==> src/hdl/canonical_huffman_codec_unit_macros.svh <==
// Assertion macros for the canonical Huffman codec unit.
// Both macros sample on clk and are disabled while rst is high.
`ifndef CANONICAL_HUFFMAN_CODEC_UNIT_MACROS_SVH
`define CANONICAL_HUFFMAN_CODEC_UNIT_MACROS_SVH
`define CHC_ASSERT_IMPL(label, ante, cons) \
  label: assert property (@(posedge clk) disable iff (rst) (ante) |-> (cons)) \
    else $error("chc assertion failed");
`define CHC_ASSERT_NEXT(label, ante, cons) \
  label: assert property (@(posedge clk) disable iff (rst) (ante) |=> (cons)) \
    else $error("chc assertion failed");
`endif

==> src/hdl/chc_pkg.sv <==
`timescale 1ns / 1ps
// ----------------------------------------------------------------------------
// Canonical Huffman codec package
// Shared types, codes and default sizes of the codec unit.
// ----------------------------------------------------------------------------
package chc_pkg;
  localparam int SYMBOL_COUNT_DEF = 256;
  localparam int MAX_CODE_LEN_DEF = 32;

  typedef enum logic [1:0] {OP_LOAD, OP_BUILD, OP_ENCODE, OP_DECODE} op_t;
  typedef enum logic [1:0] {KIND_BUILD_DONE, KIND_ENCODED, KIND_DECODED, KIND_ERROR} kind_t;
  typedef enum logic [1:0] {ST_IDLE, ST_ENCODE, ST_SCAN, ST_FINISH} state_t;

  typedef struct packed {
    op_t opcode;
    logic [7:0] symbol;
    logic [5:0] length_in;
    logic bit_in;
  } in_item_t;

  typedef struct packed {
    kind_t result_kind;
    logic [7:0] symbol_out;
    logic [31:0] code_out;
    logic [5:0] length_out;
  } out_item_t;

  typedef struct packed {
    logic [7:0] rd_addr;
    logic [7:0] wr_addr;
    logic len_we;
    logic [5:0] len_wdata;
    logic code_we;
    logic [31:0] code_wdata;
  } mem_req_t;

  typedef struct packed {
    logic [5:0] len;
    logic [31:0] code;
  } mem_rsp_t;
endpackage

==> src/hdl/chc_engine.sv <==
`timescale 1ns / 1ps
// ----------------------------------------------------------------------------
// Codec sequencer
// Runs load, encode, build and decode items against the table memories.
// Build and decode sweep the length memory one entry per cycle.
// ----------------------------------------------------------------------------
module chc_engine #(
  parameter int SYMBOL_COUNT = chc_pkg::SYMBOL_COUNT_DEF,
  parameter int MAX_CODE_LEN = chc_pkg::MAX_CODE_LEN_DEF
) (
  input logic clk,
  input logic rst,
  input logic in_valid,
  output logic in_ready,
  input chc_pkg::in_item_t in_item,
  output logic res_valid,
  input logic res_ready,
  output chc_pkg::out_item_t res,
  output chc_pkg::mem_req_t mreq,
  input chc_pkg::mem_rsp_t mrsp
);
  localparam int SYM_W = $clog2(SYMBOL_COUNT);
  localparam int LEN_CAP = (MAX_CODE_LEN < 32) ? MAX_CODE_LEN : 32;
  localparam logic [5:0] CAP = 6'(LEN_CAP);
  localparam logic [SYM_W:0] SC = (SYM_W + 1)'(SYMBOL_COUNT);
  localparam logic [SYM_W-1:0] LAST = SYM_W'(SYMBOL_COUNT - 1);

  chc_pkg::state_t state, state_next;
  logic is_build, is_build_next;
  logic [SYM_W:0] issue, issue_next;
  logic pv, pv_next;
  logic [SYM_W-1:0] pidx, pidx_next;
  logic [5:0] cur_len, cur_len_next;
  logic [5:0] prev, prev_next;
  logic [31:0] value, value_next;
  logic [31:0] acc, acc_next;
  logic [5:0] cnt, cnt_next;
  chc_pkg::out_item_t res_next;
  logic sym_ok;
  logic last;
  logic [31:0] shifted;
  logic [31:0] mask;

  assign sym_ok = {1'b0, in_item.symbol} < 9'(SYMBOL_COUNT);
  assign last = pv && (pidx == LAST);
  assign shifted = (prev != 6'd0 && cur_len != prev) ? (value << (cur_len - prev)) : value;
  assign mask = 32'((33'd1 << cur_len) - 33'd1);

  always_ff @(posedge clk) begin
    if (rst) begin
      state <= chc_pkg::ST_IDLE;
      acc <= '0;
      cnt <= '0;
      pv <= 1'b0;
    end else begin
      state <= state_next;
      acc <= acc_next;
      cnt <= cnt_next;
      pv <= pv_next;
    end
  end

  always_ff @(posedge clk) begin
    is_build <= is_build_next;
    issue <= issue_next;
    pidx <= pidx_next;
    cur_len <= cur_len_next;
    prev <= prev_next;
    value <= value_next;
    res <= res_next;
  end

  always_comb begin
    state_next = state;
    is_build_next = is_build;
    issue_next = issue;
    pv_next = pv;
    pidx_next = pidx;
    cur_len_next = cur_len;
    prev_next = prev;
    value_next = value;
    acc_next = acc;
    cnt_next = cnt;
    res_next = res;
    mreq = '0;
    in_ready = 1'b0;
    res_valid = 1'b0;
    case (state)
      chc_pkg::ST_IDLE: begin
        in_ready = 1'b1;
        if (in_valid) begin
          case (in_item.opcode)
            chc_pkg::OP_LOAD: begin
              if (sym_ok) begin
                mreq.len_we = 1'b1;
                mreq.wr_addr = in_item.symbol;
                mreq.len_wdata = (in_item.length_in > CAP) ? CAP : in_item.length_in;
              end
            end
            chc_pkg::OP_BUILD: begin
              is_build_next = 1'b1;
              issue_next = '0;
              pv_next = 1'b0;
              cur_len_next = 6'd1;
              prev_next = '0;
              value_next = '0;
              acc_next = '0;
              cnt_next = '0;
              state_next = chc_pkg::ST_SCAN;
            end
            chc_pkg::OP_ENCODE: begin
              res_next = '{chc_pkg::KIND_ERROR, in_item.symbol, 32'd0, 6'd0};
              if (sym_ok) begin
                mreq.rd_addr = in_item.symbol;
                state_next = chc_pkg::ST_ENCODE;
              end else begin
                state_next = chc_pkg::ST_FINISH;
              end
            end
            default: begin
              acc_next = {acc[30:0], in_item.bit_in};
              cnt_next = cnt + 6'd1;
              is_build_next = 1'b0;
              issue_next = '0;
              pv_next = 1'b0;
              state_next = chc_pkg::ST_SCAN;
            end
          endcase
        end
      end
      chc_pkg::ST_ENCODE: begin
        if (mrsp.len != 6'd0) begin
          res_next = '{chc_pkg::KIND_ENCODED, res.symbol_out, mrsp.code, mrsp.len};
        end
        state_next = chc_pkg::ST_FINISH;
      end
      chc_pkg::ST_SCAN: begin
        if (issue < SC) begin
          mreq.rd_addr = 8'(issue[SYM_W-1:0]);
          issue_next = issue + 1'b1;
          pv_next = 1'b1;
          pidx_next = issue[SYM_W-1:0];
        end else begin
          pv_next = 1'b0;
        end
        if (pv && is_build) begin
          if (mrsp.len == cur_len) begin
            mreq.code_we = 1'b1;
            mreq.wr_addr = 8'(pidx);
            mreq.code_wdata = shifted & mask;
            value_next = shifted + 32'd1;
            prev_next = cur_len;
          end
          if (last) begin
            if (cur_len >= CAP) begin
              res_next = '{chc_pkg::KIND_BUILD_DONE, 8'd0, 32'd0, 6'd0};
              state_next = chc_pkg::ST_FINISH;
            end else begin
              cur_len_next = cur_len + 6'd1;
              issue_next = '0;
              pv_next = 1'b0;
            end
          end
        end else if (pv) begin
          if (mrsp.len == cnt && mrsp.code == acc) begin
            res_next = '{chc_pkg::KIND_DECODED, 8'(pidx), acc, cnt};
            acc_next = '0;
            cnt_next = '0;
            state_next = chc_pkg::ST_FINISH;
          end else if (last) begin
            if (cnt >= CAP) begin
              res_next = '{chc_pkg::KIND_ERROR, 8'd0, 32'd0, 6'd0};
              acc_next = '0;
              cnt_next = '0;
              state_next = chc_pkg::ST_FINISH;
            end else begin
              state_next = chc_pkg::ST_IDLE;
            end
          end
        end
      end
      default: begin
        res_valid = 1'b1;
        if (res_ready) begin
          state_next = chc_pkg::ST_IDLE;
        end
      end
    endcase
  end
endmodule

==> config.mk <==
export PLATFORM = sky130hd
export DESIGN_NAME = chc_engine
export DESIGN_NICKNAME = d
export VERILOG_FILES = /design/src/hdl/canonical_huffman_codec_unit_macros.svh /design/src/hdl/chc_pkg.sv /design/src/hdl/chc_engine.sv
export SDC_FILE = /design/constraint.sdc
export NUM_CORES = 1
export LEC_CHECK = 0
export ABC_AREA = 1
export BUFFER_PORTS_ARGS = -buffer_cell sky130_fd_sc_hd__buf_4
export CORE_MARGIN = 10
export CORE_UTILIZATION = 53
export CTS_CLUSTER_SIZE = 8
export DETAILED_ROUTE_END_ITERATION = 16
export GPL_TIMING_DRIVEN = 1
export PLACE_DENSITY_LB_ADDON = 0.3
export SLEW_MARGIN = 10
export SYNTH_ARGS = -nofsm -noshare
export SYNTH_HDL_FRONTEND = slang
export SYNTH_SLANG_ARGS = --single-unit
==> constraint.sdc <==
create_clock -name clk -period 5.1 [get_ports clk]
set_input_delay 1.02 -clock clk [delete_from_list [all_inputs] [get_ports clk]]
set_output_delay 1.02 -clock clk [all_outputs]
set_load 0.02 [all_outputs]
==> summary.txt, run 1 <==
Status
  – Status: complete, no violations

Final layout
  – Nets: 1984
  – Share of cells above drive strength 1: 14.9%
  – Area Growth Syn to Fin: 17.0%
  – Design Area, Final: 13800 µm²
  – ANT cells: 0
  – Fillers: 2000

Place
  – Port buffer count: 164
  – Dpl hpwl: 29500 µm
  – Final RePlAce weighted congestion: 0.972
  – Post-Place Cell Area: 13200 µm²

STA
  – Crit share post-route: 93.5%
  – Final Slew Violations: 0
  – Final hold vios: 0
  – Final setup fails: 0
  – Slew headroom: 33.1%
  – Max Freq: 210 MHz
  – Clk_skew: 0.0113 ns
  – Post-route minimum period: 4.77 ns
  – Setup_tns: 0 ns
  – Unrepaired setup endpoints after global routing: no
  – Worst-Margin Slew: 0.997 ns

Synth
  – Ys Warns: 0
  – EDFF count, synth: 110
  – Largest family of logic cells by synthesized area: simple AND/OR/NAND/NOR gates
  – Sequential fraction of the synthesis area: 35.0%
  – Most instantiated cells after synthesis: nand2_1 (534), nor2_1 (201), nand3_1 (200)
  – XOR/XNOR share of the synthesized area: 3.65%
  – Mapped cell area: 11800 µm²
  – Post-synthesis simple-gate area fraction: 39.1%
  – Top cells by area, synth: edfxtp_1 (28%), nand2_1 (17%), nand3_1 (8.5%), dfxtp_1 (7.0%), nor2_1 (6.4%)
  – Compound-gate portion of the synthesized area: 10.3%
  – Post-synth top area share: 28.1%
  – Yosys reg bits: 151
  – Cell count after synthesis: 1767
  – Yosys top cell by area: edfxtp_1
  – Synth cell types: 48
  – Top FF cell, synth: edfxtp_1
  – Multiplexer area fraction after synthesis: 0%
  – Most instantiated library cell after synthesis: nand2_1
  – Post-Synth Adder-Cell Area: 2.40%
  – Ys async rst share: 0%
  – Synthesized Nets: 1848
  – Avg Synthesized Cell Area: 6.66 µm²

Critical path
  – RR Startpoint: cur_len[0]
  – Buf/Inv on CP: 6
  – WS Path Type: reg2out
  – Crit path top cell by count: inv_1
  – Largest delay contributor family on the critical path: simple AND/OR/NAND/NOR gates
  – Max stage delay on crit path: 0.43 ns
  – Critical path, cell by cell: inv_1, ha_1, inv_1, fa_1, nor2_2, inv_1, nand2_2, buf_4, nand3_1, nand2_1, nand2_1, nand3_1, nand3_1, nand2_1, inv_1, nor2_1, o21ai_0, a21oi_1, buf_4
  – Worst Setup End Kind: output port
  – Worst Path Required: 4.08 ns
  – Crit start category: register
  – Crit-path max FO: 20
  – R2r worst-path depth: 16
  – Slowest CP cell: edfxtp_1
  – Reg2Reg Setup Slack: 0.84 ns
  – Worst EP arrival: 3.75 ns
  – Reg2reg end: value[28]

Clock network
  – TritonCTS clock tree: built
  – Clk root buf: clkbuf_16
  – Number of buffers created by CTS: 17
  – CTS sink count: 151
  – CTS Hold Buffers Added: 0
  – Max clock buf depth: 2
  – Clk pin slew, worst setup/hold paths: 0.07 ns
  – Clock latency on the worst-skew pair: 0.43 ns
  – H-tree depth: 4

Power and ir drop
  – Reg power frac: 23.2%
  – Maximum VDD drop: 0.381 mV
  – Cell leakage power: 6.07 nW
  – Int Power: 4.56 mW
  – PwrDens: 737 nW/µm²
  – P_sw: 5.60 mW
  – Gate power share: 64.2%
  – Final Power: 10.2 mW
  – Clock group share of total power: 12.5%
  – Switch share: 55.1%

Die
  – Core area: 21800 µm²
  – DIE AREA: 28600 µm²
  – # rows: 54
  – Initial core utilization: 54.0%
  – Die Y: 169 µm
  – Chip Width: 169 µm
  – I/O pins: 165

Worst hold path
  – Tightest Hold Check Type: reg2reg
  – Hold Crit Depth: 0
  – Hold_sp: issue[3]
  – Worst Hold End: pidx[3]

Global route
  – Grt total ovfl: 0
  – GRT Total Usage: 26.0%
  – First-pass GRT wire length: 60600 µm
  – Initial antenna violation count: 0
  – Pin count of the biggest net entering global routing: 74
  – Number of global-route vias before repair: 11700

Flow run
  – Max_cap viols: 0

Routing
  – Number of remaining DRC errors: 0
  – Via density per instance: 5.68
  – Vias post-DR: 12500
  – Initial DRC count: 1675
  – ANT nets after route: 0
  – Number of detailed-route iterations in the first pass: 6
  – Drt total wl: 38100 µm
  – WL/cell: 17.3 µm
sequential cells by signal (all words and copies together), names as in the netlist:
signal	cells
cur_len	6
cnt	6
value	32
acc	32
pv	1
res	48
state	2
issue	9
prev	6
pidx	8
is_build	1
layout by cell type, fill, tap and decap left out, types with 3 or more instances in the layout:
cell type,Yosys,routed
nand4_1,24,24
o21ai_2,6,6
dfxtp_1,41,41
nor2_2,13,14
buf_4,12,189
nand3_1,200,200
inv_8,0,4
o21a_1,5,5
nand3b_1,3,3
nor3_1,38,37
o22ai_1,17,17
a211oi_1,7,6
o31ai_1,3,3
clkbuf_16,0,17
inv_6,0,4
nor4_1,12,12
xnor2_1,18,18
o211ai_1,4,4
nor2_4,7,7
nand3_2,6,6
nand2_2,12,13
o21ai_0,66,66
nor2_1,201,200
ha_1,21,21
a21oi_1,90,90
inv_2,8,8
and2_1,3,3
xor2_1,31,31
inv_1,190,190
nand2_1,534,533
o32ai_1,7,7
edfxtp_1,110,110
worst max-delay path by stage:
stage | end | slack (ns) | from | cells past startpoint
4_1_cts | mreq[26] | 0.13 | cur_len[0] | 19
2_1_floorplan | res[0] | 1.15 | mrsp[14] | 8
6_report | mreq[26] | 0.33 | cur_len[0] | 19
5_1_grt | mreq[26] | 0.03 | cur_len[0] | 19
3_3_place_gp | mreq[26] | 0.68 | cur_len[0] | 19
3_5_place_dp | mreq[26] | 0.59 | cur_len[0] | 19
power by group through the flow:
stage               Sequential [mW]  Combinational, mW  Clock [mW]
floorplan                      2.36               4.64           0
global placement               2.36               6.29           0
detailed placement             2.36               6.34           0
CTS                            2.34               6.37        1.28
global route                   2.41               7.28        1.33
finish                         2.36               6.52        1.27
per-layer routing:
layer	global-route usage (%)	vias to the layer above	wire, µm
met2	42.2	610	17700
met5	0	-	0
met3	4.93	58	3740
li1	-	6076	-
met4	7.32	0	828
met1	34.6	5737	15800
through the flow:
step / instances / utilization (%) / hold slack [ns] / setup slack, ns
floorplan: 1767 / - / 0.426 / 1.15
global placement: 2160 / 60.3 / 0.447 / 0.678
detailed placement: 2160 / 60.3 / 0.459 / 0.595
CTS: 2192 / 62.9 / 0.476 / 0.135
global route: 2196 / 63.1 / 0.492 / 0.0313
finish: 2196 / 63.1 / 0.466 / 0.330
kinds of logic (layout without fill, tap and decap cells):
logic type / count (synthesis) / count (layout)
buf+inv: 271 / 420
simple gates: 1062 / 1062
flops: 151 / 151
xor+xnor: 49 / 49
fa+ha+maj: 22 / 22
compound gates: 212 / 212
worst reg2reg max path, stage by stage (launching register included):
cell      delay (ns)
edfxtp_1        0.43
inv_1           0.22
ha_1            0.18
inv_1           0.07
fa_1            0.48
inv_2           0.42
nand2_1         0.11
nor2_1          0.23
nand3_1         0.13
o22ai_2         0.34
ha_1            0.36
inv_1           0.11
nor2_2          0.22
inv_1           0.11
nor2_1          0.25
nand3_1         0.11
a21oi_1         0.28
what timing repair did:
item,CTS,global route
setup buffers,0,4
gates resized for setup,0,2
endpoints found under the setup margin,0,11
final cells by class:
cell class	instances	area, µm²	share of cell area (%)
clock buffer	18	429	3.12
multi-input combinational	1345	6550	47.5
sequential	151	4120	29.9
inverter	199	747	5.42
clock inverter	14	155	1.13
timing repair buffer	189	1420	10.3
tap	280	350	2.54
No activity file was read; power rests on OpenSTA's default activity.
==> run 2: changes to the inputs <==
Settings changed: ABC_AREA 1 to unset, CORE_UTILIZATION 53 to 54.
==> run 2 against run 1 <==
Against the previous run:
- non-clock buffer count up 35
- global-route usage up 0.87 points
- clock power up 4%
- synthesized cell count down 30%
- utilization up 2.2 points
- critical path type unchanged
- highest routed layer unchanged
==> summary.txt, run 2 <==
Worst hold path
  – Tightest Hold Check Type: reg2reg
  – Hold Crit Depth: 0
  – Worst Hold End: pidx[5]
  – Hold_sp: issue[5]

Critical path
  – Reg2Reg Setup Slack: 0.37 ns
  – WS Path Type: reg2out
  – RR Startpoint: cur_len[0]
  – Reg2reg end: value[20]
  – Critical path, cell by cell: inv_2, ha_4, inv_1, fa_2, a211o_1, a21o_1, a21oi_1, a21boi_2, buf_4, a32o_1, nor2_1, nor3_1, buf_4
  – Crit start category: register
  – Worst Path Required: 4.08 ns
  – Crit-path max FO: 14
  – Slowest CP cell: fa_2
  – Crit path top cell by count: buf_4
  – Max stage delay on crit path: 0.46 ns
  – Largest delay contributor family on the critical path: compound AO/OA/AOI/OAI gates
  – Worst EP arrival: 3.95 ns
  – R2r worst-path depth: 17
  – Worst Setup End Kind: output port
  – Buf/Inv on CP: 4

Clock network
  – Max clock buf depth: 2
  – H-tree depth: 4
  – Clock latency on the worst-skew pair: 0.45 ns
  – TritonCTS clock tree: built
  – Number of buffers created by CTS: 17
  – Clk root buf: clkbuf_16
  – Clk pin slew, worst setup/hold paths: 0.07 ns
  – CTS sink count: 151

Synth
  – Cell count after synthesis: 1240
  – Synth cell types: 101
  – Sequential fraction of the synthesis area: 34.7%
  – Top cells by area, synth: edfxtp_1 (28%), mux2i_1 (7.2%), dfxtp_1 (6.9%), xor2_1 (4.5%), nor2_1 (4.4%)
  – Most instantiated cells after synthesis: nor2_1 (138), edfxtp_1 (110), nand2_1 (93)
  – Yosys top cell by area: edfxtp_1
  – Yosys reg bits: 151
  – Post-synth top area share: 27.8%
  – Top FF cell, synth: edfxtp_1
  – Avg Synthesized Cell Area: 9.58 µm²
  – Mapped cell area: 11900 µm²
  – Most instantiated library cell after synthesis: nor2_1
  – Ys Warns: 0
  – Synthesized Nets: 1321
  – Ys async rst share: 0%
  – EDFF count, synth: 110

Die
  – Die Y: 168 µm
  – Chip Width: 168 µm
  – # rows: 54
  – Core area: 21800 µm²
  – I/O pins: 165
  – DIE AREA: 28300 µm²
  – Initial core utilization: 54.6%

Place
  – Port buffer count: 164
  – # placed instances: 1661
  – Post-Place Cell Area: 13500 µm²
  – Final RePlAce weighted congestion: 0.990
  – Dpl hpwl: 29500 µm

Power and ir drop
  – Int Power: 4.13 mW
  – Reg power frac: 24.7%
  – Maximum VDD drop: 0.484 mV
  – P_sw: 3.55 mW
  – Clock group share of total power: 17.2%
  – Cell leakage power: 5.76 nW
  – Final Power: 7.68 mW
  – Gate power share: 58.1%
  – PwrDens: 541 nW/µm²
  – Switch share: 46.2%

Final layout
  – Design Area, Final: 14200 µm²
  – FF/Latch Area: 4120 µm²
  – Most frequent cells in the layout: buf_4 (221), nor2_1 (137), edfxtp_1 (110)
  – Multi-input gate area: 7250 µm²
  – Commonest non-fill, non-tap cell in the layout: buf_4
  – Largest register FFs: 48
  – Nets: 1483
  – Area Growth Syn to Fin: 19.5%
  – Layout Cells excl Fill: 1695
  – Share of cells above drive strength 1: 23.9%
  – Largest regs: res (48), acc (32), value (32)
  – Largest reg by FF count: res
  – ANT cells: 0
  – Fillers: 1745

Global route
  – GRT Total Usage: 26.8%
  – Pin count of the biggest net entering global routing: 57
  – First-pass GRT wire length: 61000 µm
  – Initial antenna violation count: 0
  – Grt total ovfl: 0
  – Number of global-route vias before repair: 10800

STA
  – Post-route minimum period: 4.97 ns
  – Worst-Margin Slew: 0.738 ns
  – Worst Hold Slack: 0.554 ns
  – Clk_skew: 0.0141 ns
  – Setup_tns: 0 ns
  – Final hold vios: 0
  – Final setup fails: 0
  – Final Slew Violations: 0
  – Slew headroom: 50.3%
  – Crit share post-route: 97.4%
  – Max Freq: 201 MHz

Status
  – Status: complete, no violations

Routing
  – Initial DRC count: 1008
  – Number of detailed-route iterations in the first pass: 5
  – ANT nets after route: 0
  – Vias post-DR: 10900
  – WL/cell: 23.4 µm
  – Number of remaining DRC errors: 0
  – Via density per instance: 6.41
  – Drt total wl: 39700 µm

Flow run
  – Max_cap viols: 0
==> run 2: cell count changes in the layout (fill, tap and decap cells not counted), moves of 48 or more <==
cell	before	now
a21oi_1	90	42
inv_1	190	34
nor2_1	200	137
nand3_1	200	32
mux2i_1	0	83
nand2_1	533	93
nor2b_1	0	48
==> run 2: worst max-delay path by stage <==
stage | cells past startpoint | start | slack [ns] | end
finish | 13 | cur_len[0] | 0.13 | mreq[16]
global placement | 17 | cur_len[0] | 0.48 | value[20]
global route | 13 | cur_len[0] | -0.01 | mreq[16]
detailed placement | 17 | cur_len[0] | 0.33 | value[20]
CTS | 12 | cur_len[0] | 0.02 | mreq[23]
floorplan | 8 | mrsp[35] | 0.03 | res[0]
==> run 2: power by group through the flow <==
stage               Combinational [mW]  Clock [mW]  Sequential, mW
floorplan                         2.87           0            2.00
global placement                  4.29           0            1.91
detailed placement                4.31           0            1.91
CTS                               4.36        1.33            1.89
global route                      4.74        1.37            1.92
finish                            4.46        1.32            1.89
==> run 2: layout make-up <==
| type | instances | area share [%] |
|---|---|---|
| Multi-Input combinational cell | 971 | 51.1 |
| Timing Repair Buffer | 224 | 12.1 |
| Clock inverter | 15 | 1.35 |
| Tap cell | 280 | 2.47 |
| Sequential cell | 151 | 29.0 |
| Inverter | 37 | 0.978 |
| Clock buffer | 17 | 3.00 |
==> run 2: logic make-up (layout without fill, tap and decap cells) <==
| group | after synthesis | after routing | share of synthesized area [%] |
|---|---|---|---|
| xor gates and xnor gates | 87 | 87 | 6.48 |
| buffers and inverters | 118 | 293 | 5.44 |
| DFF | 151 | 151 | 34.7 |
| AOI/OAI and AO/OA | 265 | 265 | 16.3 |
| muxes | 124 | 124 | 14.1 |
| and+or+nand+nor | 473 | 473 | 20.6 |
| adders and majority gates | 22 | 22 | 2.38 |
==> run 2: stage by stage <==
step	worst slack, ns	util, %
after detailed placement	0.328	62.0
after global placement	0.478	62.0
after floorplan	0.0263	-
after CTS	0.0182	64.9
after global routing	-0.0120	65.3
final	0.133	65.3
==> run 2: worst register-to-register path, stage by stage, from the launching register on <==
cell      delay, ns
edfxtp_1       0.43
inv_2          0.15
ha_4           0.16
inv_1          0.05
fa_2           0.46
xnor2_4        0.21
and3_1         0.20
or4_1          0.72
and2_1         0.24
a22oi_1        0.17
inv_1          0.14
ha_1           0.27
and3_1         0.18
a41oi_1        0.39
nand4b_2       0.34
nor2_1         0.12
a31oi_1        0.17
nor3_1         0.07
==> run 2: layer usage <==
metal  wire length [µm]  up-vias  track usage (%)
met4               1910        0             14.0
met2              19300      527             44.5
met3               3090      105             6.10
met1              15400     5286             31.8
li1                   -     4953                -
met5                  0        -                0
==> run 2: repair_timing <==
action,CTS,global route
hold buffers,0,0
pin swaps,0,0
hold endpoints to repair,0,0
setup buffers,0,2
endpoints found under the setup margin,4,23
gates resized for setup,4,11
